===== config.mk =====
export PLATFORM = sky130hd
export DESIGN_NAME = rgb_to_hsv_converter_core_flat
export DESIGN_NICKNAME = d
export VERILOG_FILES = /design/src/sv/rhc_pkg.sv /design/src/sv/rhc_if.sv /design/src/sv/rhc_classify.sv /design/src/sv/rhc_div_step.sv /design/src/sv/rgb_to_hsv_converter_core.sv /design/src/flat_wrapper.sv
export SDC_FILE = /design/constraint.sdc
export NUM_CORES = 2
export LEC_CHECK = 0
export BUFFER_PORTS_ARGS = -buffer_cell sky130_fd_sc_hd__buf_2
export CAP_MARGIN = 20
export CELL_PAD_IN_SITES_DETAIL_PLACEMENT = 1
export CELL_PAD_IN_SITES_GLOBAL_PLACEMENT = 1
export CORE_UTILIZATION = 50
export DETAILED_ROUTE_END_ITERATION = 10
export GPL_ROUTABILITY_DRIVEN = 1
export PLACE_DENSITY = 0.79
export SYNTH_ARGS = -nofsm -noshare
export SYNTH_HDL_FRONTEND = slang
export SYNTH_SLANG_ARGS = --single-unit

===== constraint.sdc =====
create_clock -name clock -period 18.95 [get_ports clock]
set_clock_uncertainty 0.1 [all_clocks]
set_input_delay 0.9475 -clock clock [delete_from_list [all_inputs] [get_ports clock]]
set_output_delay 0.9475 -clock clock [all_outputs]
set_load 0.02 [all_outputs]

===== src/sv/rhc_pkg.sv =====
// ----------------------------------------------------------------------------
// rhc_pkg
// Types and constants shared by the RGB to HSV converter files.
// ----------------------------------------------------------------------------
package rhc_pkg;

   localparam int HUE_BITS  = 9;
   localparam int SAT_BITS  = 17;
   // quotient bits of the two long divisions
   localparam int SAT_QBITS = 17;
   localparam int HUE_QBITS = 6;

   typedef logic [HUE_BITS-1:0]  hue_type;
   typedef logic [SAT_BITS-1:0]  sat_type;
   typedef logic [HUE_QBITS-1:0] hue_quot_type;
   typedef logic [1:0]           sect_type;

   localparam sect_type SECT_RED   = 2'd0;
   localparam sect_type SECT_GREEN = 2'd1;
   localparam sect_type SECT_BLUE  = 2'd2;

   localparam hue_type HUE_GREEN = 9'd120;
   localparam hue_type HUE_BLUE  = 9'd240;
   localparam hue_type HUE_WRAP  = 9'd360;

   // which channel is largest and the sign of the hue difference
   typedef struct packed {
      sect_type sect;
      logic     neg;
   } hue_ctl_type;

endpackage


===== src/sv/rhc_if.sv =====
// ----------------------------------------------------------------------------
// rhc_if
// Valid/ready channels of the converter: pixel request and HSV response.
// ----------------------------------------------------------------------------
interface rhc_req_if #(parameter int CHANNEL_BITS = 8);
   logic                    valid;
   logic                    ready;
   logic [CHANNEL_BITS-1:0] red;
   logic [CHANNEL_BITS-1:0] green;
   logic [CHANNEL_BITS-1:0] blue;

   modport source (output valid, output red, output green, output blue, input ready);
   modport sink   (input valid, input red, input green, input blue, output ready);
endinterface

interface rhc_rsp_if #(parameter int CHANNEL_BITS = 8);
   logic                    valid;
   logic                    ready;
   logic [8:0]              hue_degrees;
   logic [16:0]             saturation_frac;
   logic [CHANNEL_BITS-1:0] value_level;

   modport source (output valid, output hue_degrees, output saturation_frac,
                   output value_level, input ready);
   modport sink   (input valid, input hue_degrees, input saturation_frac,
                   input value_level, output ready);
endinterface


===== src/sv/rhc_classify.sv =====
// ----------------------------------------------------------------------------
// rhc_classify
// Finds the largest and smallest channel, the span between them, the hue
// sector and the magnitude and sign of the sector difference. Registered.
// ----------------------------------------------------------------------------
module rhc_classify
   import rhc_pkg::*;
#(
   parameter int CHANNEL_BITS = 8
) (
   input  logic                    clock,
   input  logic                    reset,
   input  logic                    enable,
   input  logic                    valid_in,
   input  logic [CHANNEL_BITS-1:0] red,
   input  logic [CHANNEL_BITS-1:0] green,
   input  logic [CHANNEL_BITS-1:0] blue,
   output logic                    valid_ff,
   output logic [CHANNEL_BITS-1:0] max_ff,
   output logic [CHANNEL_BITS-1:0] span_ff,
   output logic [CHANNEL_BITS-1:0] mag_ff,
   output hue_ctl_type             ctl_ff
);

   logic [CHANNEL_BITS-1:0] max_in;
   logic [CHANNEL_BITS-1:0] min_rg;
   logic [CHANNEL_BITS-1:0] min_val;
   logic [CHANNEL_BITS-1:0] max_rg;
   logic [CHANNEL_BITS-1:0] opa;
   logic [CHANNEL_BITS-1:0] opb;
   logic [CHANNEL_BITS-1:0] span_in;
   logic [CHANNEL_BITS-1:0] mag_in;
   hue_ctl_type             ctl_in;

   always_comb begin
      max_rg  = (green > red) ? green : red;
      max_in  = (blue > max_rg) ? blue : max_rg;
      min_rg  = (green < red) ? green : red;
      min_val = (blue < min_rg) ? blue : min_rg;
      span_in = max_in - min_val;

      // ties go to red, then green
      if (max_in == red) begin
         ctl_in.sect = SECT_RED;
         opa         = green;
         opb         = blue;
      end else if (max_in == green) begin
         ctl_in.sect = SECT_GREEN;
         opa         = blue;
         opb         = red;
      end else begin
         ctl_in.sect = SECT_BLUE;
         opa         = red;
         opb         = green;
      end
      ctl_in.neg = (opa < opb);
      mag_in     = ctl_in.neg ? (opb - opa) : (opa - opb);
   end

   always_ff @(posedge clock) begin
      if (reset) begin
         valid_ff <= 1'b0;
      end else if (enable) begin
         valid_ff <= valid_in;
      end
   end

   always_ff @(posedge clock) begin
      if (enable) begin
         max_ff  <= max_in;
         span_ff <= span_in;
         mag_ff  <= mag_in;
         ctl_ff  <= ctl_in;
      end
   end

endmodule


===== src/sv/rhc_div_step.sv =====
// ----------------------------------------------------------------------------
// rhc_div_step
// One restoring division step: shift in one dividend bit, compare against
// the divisor, subtract on success and give the quotient bit.
// ----------------------------------------------------------------------------
module rhc_div_step #(
   parameter int WIDTH = 8
) (
   input  logic [WIDTH-1:0] rem_in,
   input  logic             bit_in,
   input  logic [WIDTH-1:0] divisor,
   output logic [WIDTH-1:0] rem_out,
   output logic             quot_bit
);

   logic [WIDTH:0] shifted;
   logic [WIDTH:0] diff;

   always_comb begin
      shifted  = {rem_in, bit_in};
      diff     = shifted - {1'b0, divisor};
      quot_bit = (shifted >= {1'b0, divisor});
      rem_out  = quot_bit ? diff[WIDTH-1:0] : shifted[WIDTH-1:0];
   end

endmodule


===== src/sv/rgb_to_hsv_converter_core.sv =====
// ----------------------------------------------------------------------------
// rgb_to_hsv_converter_core
// Pipelined RGB to HSV converter: value is the largest channel, saturation
// is 65536*span/max and hue is 60*diff/span plus the sector offset, both by
// exact restoring division, one quotient bit per pipeline stage.
//
//   channel   dir  handshake      payload
//   req_chan  in   valid/ready    red, green, blue
//   rsp_chan  out  valid/ready    hue_degrees, saturation_frac, value_level
//
// One item per clock while the output register is not stalled. The path
// holds 21 registers: input register, classify, divider setup,
// 17 saturation quotient stages (the 6 hue quotient bits come from the first
// 6 of them), output register.
// Reset clears the valid bits only. When the output register holds an item
// that is not taken, the whole pipeline freezes and req_chan.ready drops.
// ----------------------------------------------------------------------------
module rgb_to_hsv_converter_core
   import rhc_pkg::*;
#(
   parameter int CHANNEL_BITS = 8
) (
   input  logic     clock,
   input  logic     reset,
   rhc_req_if.sink  req_chan,
   rhc_rsp_if.source rsp_chan
);

   localparam int CB = CHANNEL_BITS;

   logic advance;

   // input register
   logic          in_valid_ff;
   logic [CB-1:0] in_red_ff;
   logic [CB-1:0] in_green_ff;
   logic [CB-1:0] in_blue_ff;

   // classify stage
   logic          cl_valid_ff;
   logic [CB-1:0] cl_max_ff;
   logic [CB-1:0] cl_span_ff;
   logic [CB-1:0] cl_mag_ff;
   hue_ctl_type   cl_ctl_ff;

   // divider pipeline, index = quotient bits done
   logic          dv_valid_ff [0:SAT_QBITS];
   logic [CB-1:0] dv_max_ff   [0:SAT_QBITS];
   hue_ctl_type   dv_ctl_ff   [0:SAT_QBITS];
   logic          dv_gray_ff  [0:SAT_QBITS];
   sat_type       dv_sq_ff    [0:SAT_QBITS];
   hue_quot_type  dv_hq_ff    [0:SAT_QBITS];
   logic [CB-1:0] dv_srem_ff  [0:SAT_QBITS-1];
   logic [CB-1:0] dv_span_ff  [0:HUE_QBITS-1];
   logic [CB-1:0] dv_hrem_ff  [0:HUE_QBITS-1];
   hue_quot_type  dv_hlow_ff  [0:HUE_QBITS-1];
   logic          sat_low_ff;

   // setup values
   logic [CB+5:0]  hue_dividend;

   // output register
   logic          rsp_valid_ff;
   hue_type       rsp_hue_ff;
   sat_type       rsp_sat_ff;
   logic [CB-1:0] rsp_value_ff;
   hue_type       hue_in;
   hue_type       hue_base;
   hue_type       hue_part;

   assign advance        = !rsp_valid_ff || rsp_chan.ready;
   assign req_chan.ready = advance;

   always_ff @(posedge clock) begin
      if (reset) begin
         in_valid_ff <= 1'b0;
      end else if (advance) begin
         in_valid_ff <= req_chan.valid;
      end
   end

   always_ff @(posedge clock) begin
      if (advance) begin
         in_red_ff   <= req_chan.red;
         in_green_ff <= req_chan.green;
         in_blue_ff  <= req_chan.blue;
      end
   end

   rhc_classify #(
      .CHANNEL_BITS(CB)
   ) u_classify (
      .clock    (clock),
      .reset    (reset),
      .enable   (advance),
      .valid_in (in_valid_ff),
      .red      (in_red_ff),
      .green    (in_green_ff),
      .blue     (in_blue_ff),
      .valid_ff (cl_valid_ff),
      .max_ff   (cl_max_ff),
      .span_ff  (cl_span_ff),
      .mag_ff   (cl_mag_ff),
      .ctl_ff   (cl_ctl_ff)
   );

   // 60*mag as 64*mag - 4*mag; its top bits start below span
   assign hue_dividend = {cl_mag_ff, 6'b0} - {4'b0, cl_mag_ff, 2'b0};

   always_ff @(posedge clock) begin
      if (reset) begin
         dv_valid_ff[0] <= 1'b0;
      end else if (advance) begin
         dv_valid_ff[0] <= cl_valid_ff;
      end
   end

   always_ff @(posedge clock) begin
      if (advance) begin
         dv_max_ff[0]  <= cl_max_ff;
         dv_ctl_ff[0]  <= cl_ctl_ff;
         dv_gray_ff[0] <= (cl_span_ff == '0);
         dv_sq_ff[0]   <= '0;
         dv_hq_ff[0]   <= '0;
         // span << 16 over max: start from span >> 1, shift in span[0]
         dv_srem_ff[0] <= {1'b0, cl_span_ff[CB-1:1]};
         sat_low_ff    <= cl_span_ff[0];
         dv_span_ff[0] <= cl_span_ff;
         dv_hrem_ff[0] <= hue_dividend[CB+5:6];
         dv_hlow_ff[0] <= hue_dividend[5:0];
      end
   end

   for (genvar k = 0; k < SAT_QBITS; k++) begin : g_div
      logic sat_bit_in;
      logic sat_qbit;

      if (k == 0) begin : g_first
         assign sat_bit_in = sat_low_ff;
      end else begin : g_rest
         assign sat_bit_in = 1'b0;
      end

      if (k < SAT_QBITS - 1) begin : g_sat_mid
         logic [CB-1:0] sat_rem;

         rhc_div_step #(
            .WIDTH(CB)
         ) u_sat_step (
            .rem_in   (dv_srem_ff[k]),
            .bit_in   (sat_bit_in),
            .divisor  (dv_max_ff[k]),
            .rem_out  (sat_rem),
            .quot_bit (sat_qbit)
         );

         always_ff @(posedge clock) begin
            if (advance) begin
               dv_srem_ff[k+1] <= sat_rem;
            end
         end
      end else begin : g_sat_last
         rhc_div_step #(
            .WIDTH(CB)
         ) u_sat_step (
            .rem_in   (dv_srem_ff[k]),
            .bit_in   (sat_bit_in),
            .divisor  (dv_max_ff[k]),
            .rem_out  (),
            .quot_bit (sat_qbit)
         );
      end

      if (k < HUE_QBITS - 1) begin : g_hue_mid
         logic [CB-1:0] hue_rem;
         logic          hue_qbit;

         rhc_div_step #(
            .WIDTH(CB)
         ) u_hue_step (
            .rem_in   (dv_hrem_ff[k]),
            .bit_in   (dv_hlow_ff[k][HUE_QBITS-1]),
            .divisor  (dv_span_ff[k]),
            .rem_out  (hue_rem),
            .quot_bit (hue_qbit)
         );

         always_ff @(posedge clock) begin
            if (advance) begin
               dv_hrem_ff[k+1] <= hue_rem;
               dv_hlow_ff[k+1] <= {dv_hlow_ff[k][HUE_QBITS-2:0], 1'b0};
               dv_span_ff[k+1] <= dv_span_ff[k];
               dv_hq_ff[k+1]   <= {dv_hq_ff[k][HUE_QBITS-2:0], hue_qbit};
            end
         end
      end else if (k == HUE_QBITS - 1) begin : g_hue_last
         logic hue_qbit;

         rhc_div_step #(
            .WIDTH(CB)
         ) u_hue_step (
            .rem_in   (dv_hrem_ff[k]),
            .bit_in   (dv_hlow_ff[k][HUE_QBITS-1]),
            .divisor  (dv_span_ff[k]),
            .rem_out  (),
            .quot_bit (hue_qbit)
         );

         always_ff @(posedge clock) begin
            if (advance) begin
               dv_hq_ff[k+1] <= {dv_hq_ff[k][HUE_QBITS-2:0], hue_qbit};
            end
         end
      end else begin : g_hue_done
         always_ff @(posedge clock) begin
            if (advance) begin
               dv_hq_ff[k+1] <= dv_hq_ff[k];
            end
         end
      end

      always_ff @(posedge clock) begin
         if (reset) begin
            dv_valid_ff[k+1] <= 1'b0;
         end else if (advance) begin
            dv_valid_ff[k+1] <= dv_valid_ff[k];
         end
      end

      always_ff @(posedge clock) begin
         if (advance) begin
            dv_max_ff[k+1]  <= dv_max_ff[k];
            dv_ctl_ff[k+1]  <= dv_ctl_ff[k];
            dv_gray_ff[k+1] <= dv_gray_ff[k];
            dv_sq_ff[k+1]   <= {dv_sq_ff[k][SAT_QBITS-2:0], sat_qbit};
         end
      end
   end

   // add the sector offset to the signed quotient
   always_comb begin
      hue_part = dv_ctl_ff[SAT_QBITS].neg
                 ? (hue_type'(0) - hue_type'(dv_hq_ff[SAT_QBITS]))
                 : hue_type'(dv_hq_ff[SAT_QBITS]);
      case (dv_ctl_ff[SAT_QBITS].sect)
         SECT_RED:   hue_base = dv_ctl_ff[SAT_QBITS].neg ? HUE_WRAP : hue_type'(0);
         SECT_GREEN: hue_base = HUE_GREEN;
         SECT_BLUE:  hue_base = HUE_BLUE;
         default:    hue_base = hue_type'(0);
      endcase
      hue_in = dv_gray_ff[SAT_QBITS] ? hue_type'(0) : (hue_base + hue_part);
   end

   always_ff @(posedge clock) begin
      if (reset) begin
         rsp_valid_ff <= 1'b0;
      end else if (advance) begin
         rsp_valid_ff <= dv_valid_ff[SAT_QBITS];
      end
   end

   always_ff @(posedge clock) begin
      if (advance) begin
         rsp_hue_ff   <= hue_in;
         rsp_sat_ff   <= dv_gray_ff[SAT_QBITS] ? sat_type'(0) : dv_sq_ff[SAT_QBITS];
         rsp_value_ff <= dv_max_ff[SAT_QBITS];
      end
   end

   assign rsp_chan.valid           = rsp_valid_ff;
   assign rsp_chan.hue_degrees     = rsp_hue_ff;
   assign rsp_chan.saturation_frac = rsp_sat_ff;
   assign rsp_chan.value_level     = rsp_value_ff;

endmodule


===== src/flat_wrapper.sv =====
// flat-port wrapper written by rule: the top's interface ports become plain ports
module rgb_to_hsv_converter_core_flat import rhc_pkg::*;
#(
   parameter int CHANNEL_BITS = 8
)
  (clock, reset, req_chan_valid, req_chan_red, req_chan_green, req_chan_blue, req_chan_ready, rsp_chan_valid, rsp_chan_hue_degrees, rsp_chan_saturation_frac, rsp_chan_value_level, rsp_chan_ready);
  rhc_req_if #(.CHANNEL_BITS(CHANNEL_BITS)) req_chan_i ();
  rhc_rsp_if #(.CHANNEL_BITS(CHANNEL_BITS)) rsp_chan_i ();
  input  logic clock;
  input  logic reset;
  input wire logic [$bits(req_chan_i.valid)-1:0] req_chan_valid;
  input wire logic [$bits(req_chan_i.red)-1:0] req_chan_red;
  input wire logic [$bits(req_chan_i.green)-1:0] req_chan_green;
  input wire logic [$bits(req_chan_i.blue)-1:0] req_chan_blue;
  output wire logic [$bits(req_chan_i.ready)-1:0] req_chan_ready;
  output wire logic [$bits(rsp_chan_i.valid)-1:0] rsp_chan_valid;
  output wire logic [$bits(rsp_chan_i.hue_degrees)-1:0] rsp_chan_hue_degrees;
  output wire logic [$bits(rsp_chan_i.saturation_frac)-1:0] rsp_chan_saturation_frac;
  output wire logic [$bits(rsp_chan_i.value_level)-1:0] rsp_chan_value_level;
  input wire logic [$bits(rsp_chan_i.ready)-1:0] rsp_chan_ready;
  assign req_chan_i.valid = req_chan_valid;
  assign req_chan_i.red = req_chan_red;
  assign req_chan_i.green = req_chan_green;
  assign req_chan_i.blue = req_chan_blue;
  assign req_chan_ready = req_chan_i.ready;
  assign rsp_chan_valid = rsp_chan_i.valid;
  assign rsp_chan_hue_degrees = rsp_chan_i.hue_degrees;
  assign rsp_chan_saturation_frac = rsp_chan_i.saturation_frac;
  assign rsp_chan_value_level = rsp_chan_i.value_level;
  assign rsp_chan_i.ready = rsp_chan_ready;
  rgb_to_hsv_converter_core #(.CHANNEL_BITS(CHANNEL_BITS)) u_core (.clock(clock), .reset(reset), .req_chan(req_chan_i), .rsp_chan(rsp_chan_i));
endmodule

After elaboration in Yosys (flattened, before gate mapping). Memory sizes are Yosys's and may differ from the RTL's. A register that Yosys moved wholly into a read port is not among the register bits. Cells that the tools add are included.

Bits in registers: 63. Output and inout port bits: 36. Input bits: 28. Logic and storage cells: 161. Bits in writable memories: 916. Memories kept: 10.

Memories: u_core.dv_sq_ff (words 18, width 17, read ports 18, clocked after memory_dff 1, wr ports 18, line rgb_to_hsv_converter_core.sv:51) `sat_type dv_sq_ff [0:SAT_QBITS];`; u_core.dv_max_ff (words 18, width 8, read ports 18, clocked after memory_dff 1, wr ports 18, line rgb_to_hsv_converter_core.sv:48) `logic [CB-1:0] dv_max_ff [0:SAT_QBITS];`; u_core.dv_srem_ff (words 17, width 8, read ports 17, clocked after memory_dff 0, wr ports 17, line rgb_to_hsv_converter_core.sv:53) `logic [CB-1:0] dv_srem_ff [0:SAT_QBITS-1];`; u_core.dv_hq_ff (words 18, width 6, read ports 18, clocked after memory_dff 0, wr ports 18, line rgb_to_hsv_converter_core.sv:52) `hue_quot_type dv_hq_ff [0:SAT_QBITS];`; u_core.dv_ctl_ff (words 18, width 3, read ports 18, clocked after memory_dff 0, wr ports 18, line rgb_to_hsv_converter_core.sv:49) `hue_ctl_type dv_ctl_ff [0:SAT_QBITS];`; u_core.dv_hrem_ff (words 6, width 8, read ports 6, clocked after memory_dff 0, wr ports 6, line rgb_to_hsv_converter_core.sv:55) `logic [CB-1:0] dv_hrem_ff [0:HUE_QBITS-1];`; 4 more memories.

$lt $le $gt $ge: 28. Reductions and logical operators: 4. Muxes and demuxes: 58. Add/sub/neg operators: 27. Bitwise operators: 18. Equal/unequal tests: 4.

Operators by type and width (count): 2-to-1 mux 8 bit (30); >= comparator 9 x 8 -> 1 bit (23); subtractor 8 bit (24); one-hot mux 9 bit (3 select lines) (1); < comparator 8 bit (3); 2-to-1 mux 1 bit (24); 2-to-1 mux 9 bit (2); OR 1 bit (18); == test 8 bit (2); greater-than comparator 8 bit (2); subtractor 14 x 10 -> 14 bit (1); adder 9 bit (1); logical NOT 8 bit (1); subtractor 1 x 6 -> 7 bit (first input constant) (1); == test 2 x 1 -> 1 bit (second input constant) (1); == test 2 bit (second input constant) (1); logical NOT 2 bit (1); 2-to-1 mux 2 bit (1); logical NOT 1 bit (1); logical OR 1 bit (1).

Depth between registers and ports, before layout.
Depth after elaboration: 9. Gate-level depth with buffers: 33. Depth with buffers taken out: 29.

Modules after synthesis. From an unflattened synthesis, not the netlist that was laid out.

Cell total of the unflattened synthesis: 2901. Area, all modules: 39753.1 um^2.

By module, submodules not included: rgb_to_hsv_converter_core (times used 1, area an instance 24068.1 um^2, sequential area each 23042.1 um^2, cells each 920); rhc_div_step at u_core.g_div[0].g_sat_mid.u_sat_step ... (times used 13, area an instance 520.5 um^2, sequential area each 0.0 um^2, cells each 69); rhc_div_step at u_core.g_div[0].g_hue_mid.u_hue_step ... (times used 10, area an instance 539.3 um^2, sequential area each 0.0 um^2, cells each 66); rhc_classify (times used 1, area an instance 3525.9 um^2, sequential area each 830.8 um^2, cells each 424).

Least setup slack after synthesis. No wires, ideal clock.

Path type: input to register. Start point: in rsp_chan_ready. End point: mem u_core.dv_ctl_ff[0][0] (netlist bit) (enable). Data required time: 17731 ps. Arrival time: 16129 ps. Setup slack: 1602 ps. Stages on the path: 3. Library setup time: 1119 ps. Cells stage by stage: nor2b_1 clkbuf_1 inv_1.

RTL lines: start: declaration (line flat_wrapper.sv:20) `input wire logic [$bits(rsp_chan_i.ready)-1:0] rsp_chan_ready;`; end: declaration (line rgb_to_hsv_converter_core.sv:49).

Worst setup path in the final report.
Start point: reg u_core.in_red_ff[5]. End point: reg u_core.u_classify.mag_ff[5], data pin.

Cells in the longest elaborated chain, start to end: 9. Elaborated cells between the ends (all ways): 14. Those cells by class: add/sub (2); order compare (3); eq/ne (2); mux (7).

Ends and longest elaborated chain: start: declaration (line rgb_to_hsv_converter_core.sv:35) `logic [CB-1:0] in_red_ff;`; start signal: assignment (line rgb_to_hsv_converter_core.sv:84) `in_red_ff <= req_chan.red;`; greater-than comparator 8 bit (line rhc_classify.sv:36) `max_rg = (green > red) ? green : red;`; 2-to-1 mux 8 bit (line rhc_classify.sv:36); greater-than comparator 8 bit (line rhc_classify.sv:37) `max_in = (blue > max_rg) ? blue : max_rg;`; 2-to-1 mux 8 bit (line rhc_classify.sv:37); == test 8 bit (line rhc_classify.sv:47) `end else if (max_in == green) begin`; 2-to-1 mux 8 bit (line rhc_classify.sv:47); 2-to-1 mux 8 bit (line rhc_classify.sv:43) `if (max_in == red) begin`; subtractor 8 bit / < comparator 8 bit (equally long branches) (line rhc_classify.sv:57, rhc_classify.sv:56); 2-to-1 mux 8 bit * (line rhc_classify.sv:57) `mag_in = ctl_in.neg ? (opb - opa) : (opa - opb);`; via u_core.u_classify.mag_in[5] (line rhc_classify.sv:32) `logic [CHANNEL_BITS-1:0] mag_in;`; end signal: assignment (line rhc_classify.sv:72) `mag_ff <= mag_in;`; end: declaration (line rhc_classify.sv:21) `output logic [CHANNEL_BITS-1:0] mag_ff,`.

Mark *: on every way through the listed nets, which the timed path passes. The rest lies on a longest branch. A chain may end at the register's enable or synchronous reset.

==> reports/results.tsv <==
metric	value	unit
synth_area	35990	um2
hold_viol	0	
postRouteAntennaNets	0	
globalplace.congestion	0.8664	
layout.nets	3108	
worstSetupPathType	flip-flop to flip-flop	
synthArstFlopShare	0	%
cts_resized	0	
dr.first_iter.drc_count	1118	
slowest_stage	o21a_2	
dieWidth	270.3	um
final_area	40450	um2
drcViolationCount	0	
path_clk_slew	60	ps
rsz0062_at_grt	false	
cap_violations	0	
synth-seq-area-share	66.32	%
final_cells	3836	
firstDrtPassIters	5	
placed_area	37390	um2
multi_input_area	10450	um2
syn_area_per_cell	13.32	um2
whs	307.9	ps
clock_latency	650	ps
diodes	0	
critPathBufInv	2	
synth_ff_type	edfxtp_1	
placed_cells_incl_taps	3676	
mostFrequentLayoutCells	edfxtp_1 (793), inv_1 (389), ha_1 (240)	
syn_to_final_growth	12.36	%
tightest_slew	1060	ps
cts_hold_buf	0	
synth_fp_nets	2996	
slew_headroom	29.35	%
synth_cell_types	54	
grt_pass1_vias	22620	
tns	0	ps
cts_buffers	86	
fmax	128.6	MHz
grt.met3_usage	3.138	%
cts_setup_buffers	0	
htreeDepth	3	
ys_warn_count	0	
finalMaxSlewViolations	0	
clockBufferDepth	3	
drive_gt1_share	8.004	%
cp.arrival	8140	ps
core_area	71360	um2
seqCellArea	23870	um2
period_share	41.05	%
leakage	16.61	nW
busiest_layer	met2	
antenna_found_initial	0	
cts_num_sinks	796	
start_kind	flip-flop	
via_per_inst	5.383	
detail_route.wl_per_cell	20.20	um
reg2reg_slack	11170	ps
grt_pass1_wl	123000	um
fill_cells	6941	
critical-path-top-delay-family	compound AO/OA/AOI/OAI gates	
cts_tree	done	
crit_path_max_fanout	31	
fin_crit	7779	ps
grt_use_met2	41.73	%
root_buffer	clkbuf_16	
outcome	completed	
cp.required	19310	ps
synth_edf_count	793	
power_per_cell_area	188.5	nW/um2
die_area	73060	um2
ir_drop	90.13	uV
vias	20650	
numPortBuffers	63	
final_common_cell	edfxtp_1	
synth_seq_cells	796	
die_h	270.3	um
grt_overflow_total	0	
ios	64	
grt_start_max_net_pins	89	
critPathMostFrequentCell	a21oi_1	
num_rows	98	
routed_wl	77480	um
grt_usage	21.46	%
hold_path.class	flip-flop to flip-flop	
initial_core_util	50.44	%
synthCells	2703	
crit_path_max_incr_delay	610	ps
hpwl	53000	um
finish.utilization	56.67	%
cp-end-kind	flip-flop	
grt_use_met1	23.63	%
setup_viol	0	
## cells in the mapped netlist, types with 3 or more instances
cell / instances / area share (%)
clkbuf_1: 47 / 0.49
a21o_1: 28 / 0.58
o21bai_1: 20 / 0.42
dfxtp_1: 3 / 0.17
nor3_1: 11 / 0.15
fa_1: 25 / 1.4
mux2i_1: 23 / 0.64
nor2_1: 168 / 1.8
o31ai_1: 44 / 0.92
xnor2_1: 61 / 1.5
nand2_1: 173 / 1.8
nand2b_1: 12 / 0.21
xor2_1: 56 / 1.4
o21a_1: 12 / 0.25
buf_2: 4 / 0.056
nand3_1: 21 / 0.29
and2_1: 21 / 0.36
o21ai_1: 4 / 0.056
a21oi_1: 130 / 1.8
a311oi_1: 21 / 0.51
o2111ai_1: 3 / 0.073
and3_1: 35 / 0.61
inv_1: 390 / 4.1
edfxtp_1: 793 / 66
nor2b_1: 57 / 0.99
a311oi_2: 3 / 0.13
ha_1: 240 / 8.3
o21ai_0: 198 / 2.8
nand4_1: 33 / 0.57
a21boi_0: 30 / 0.63
mux2_2: 8 / 0.25
## stage by stage
stage / power, W / worst slack, ps
final: 0.007626 / 11170
after floorplan: 0.004962 / 1602
after global routing: 0.008098 / 10650
after CTS: 0.007688 / 11200
after global placement: 0.005505 / 11450
after detailed placement: 0.005796 / 11250
## worst register-to-register path: cells and delay by family (launching register included)
kind / cells / cell delay [ps]
flip-flops: 1 / 490
AO/OA/AOI/OAI: 16 / 4080
AND/OR/NAND/NOR: 4 / 890
multiplexers: 3 / 740
buffers and inverters: 2 / 360
adder cells (fa/ha/maj): 3 / 960
## cell families after synthesis
logic type	share of synthesized area (%)
buffers and inverters	4.644
AOI/OAI and AO/OA	8.548
adders and majority gates	9.733
muxes	0.9698
xor gates and xnor gates	2.847
DFF	66.32
and+or+nand+nor	6.935
## registers in the layout, indices dropped and copies added, names as in the netlist, 9 cells and up
register,cells
u_core.dv_srem_ff,129
u_core.dv_max_ff,144
u_core.dv_hrem_ff,48
u_core.dv_span_ff,47
u_core.rsp_chan.hue_degrees,9
u_core.rsp_chan.saturation_frac,17
u_core.dv_gray_ff,18
u_core.dv_ctl_ff,54
u_core.dv_sq_ff,153
u_core.dv_hlow_ff,10
u_core.dv_valid_ff,18
u_core.dv_hq_ff,87
## power breakdown
group          leakage (nW)  internal, W  switching (W)
logic                  6.81     0.000995        0.00153
registers              8.32      0.00294       0.000379
clock network          1.48      0.00108       0.000699
## worst paths after layout
kind                                     startpoint                               endpoint  depth (start not counted)
setup / recovery      u_core.in_red_ff[5]$_DFFE_PN_  u_core.u_classify.mag_ff[5]$_DFFE_PN_                         28
hold / removal    u_core.dv_ctl_ff[14][1]$_DFFE_PN_      u_core.dv_ctl_ff[15][1]$_DFFE_PN_                          0
setup reg to reg      u_core.in_red_ff[5]$_DFFE_PN_  u_core.u_classify.mag_ff[5]$_DFFE_PN_                         28
hold reg to reg   u_core.dv_ctl_ff[14][1]$_DFFE_PN_      u_core.dv_ctl_ff[15][1]$_DFFE_PN_                          0
## routing by layer
metal  part of all wire [%]  routed length, um
met5                      0                  0
met4                    2.9               2246
met1                     39              30390
met2                     55              42830
met3                    2.6               2018
## final cells by class
class / instances / area share [%]
Multi-Input combinational cell: 1465 / 25.84
Sequential cell: 796 / 59.03
Clock inverter: 63 / 1.971
Tap cell: 950 / 2.939
Timing Repair Buffer: 76 / 1.070
Clock buffer: 96 / 5.519
Inverter: 390 / 3.638
No activity file was read; power rests on OpenSTA's default activity.
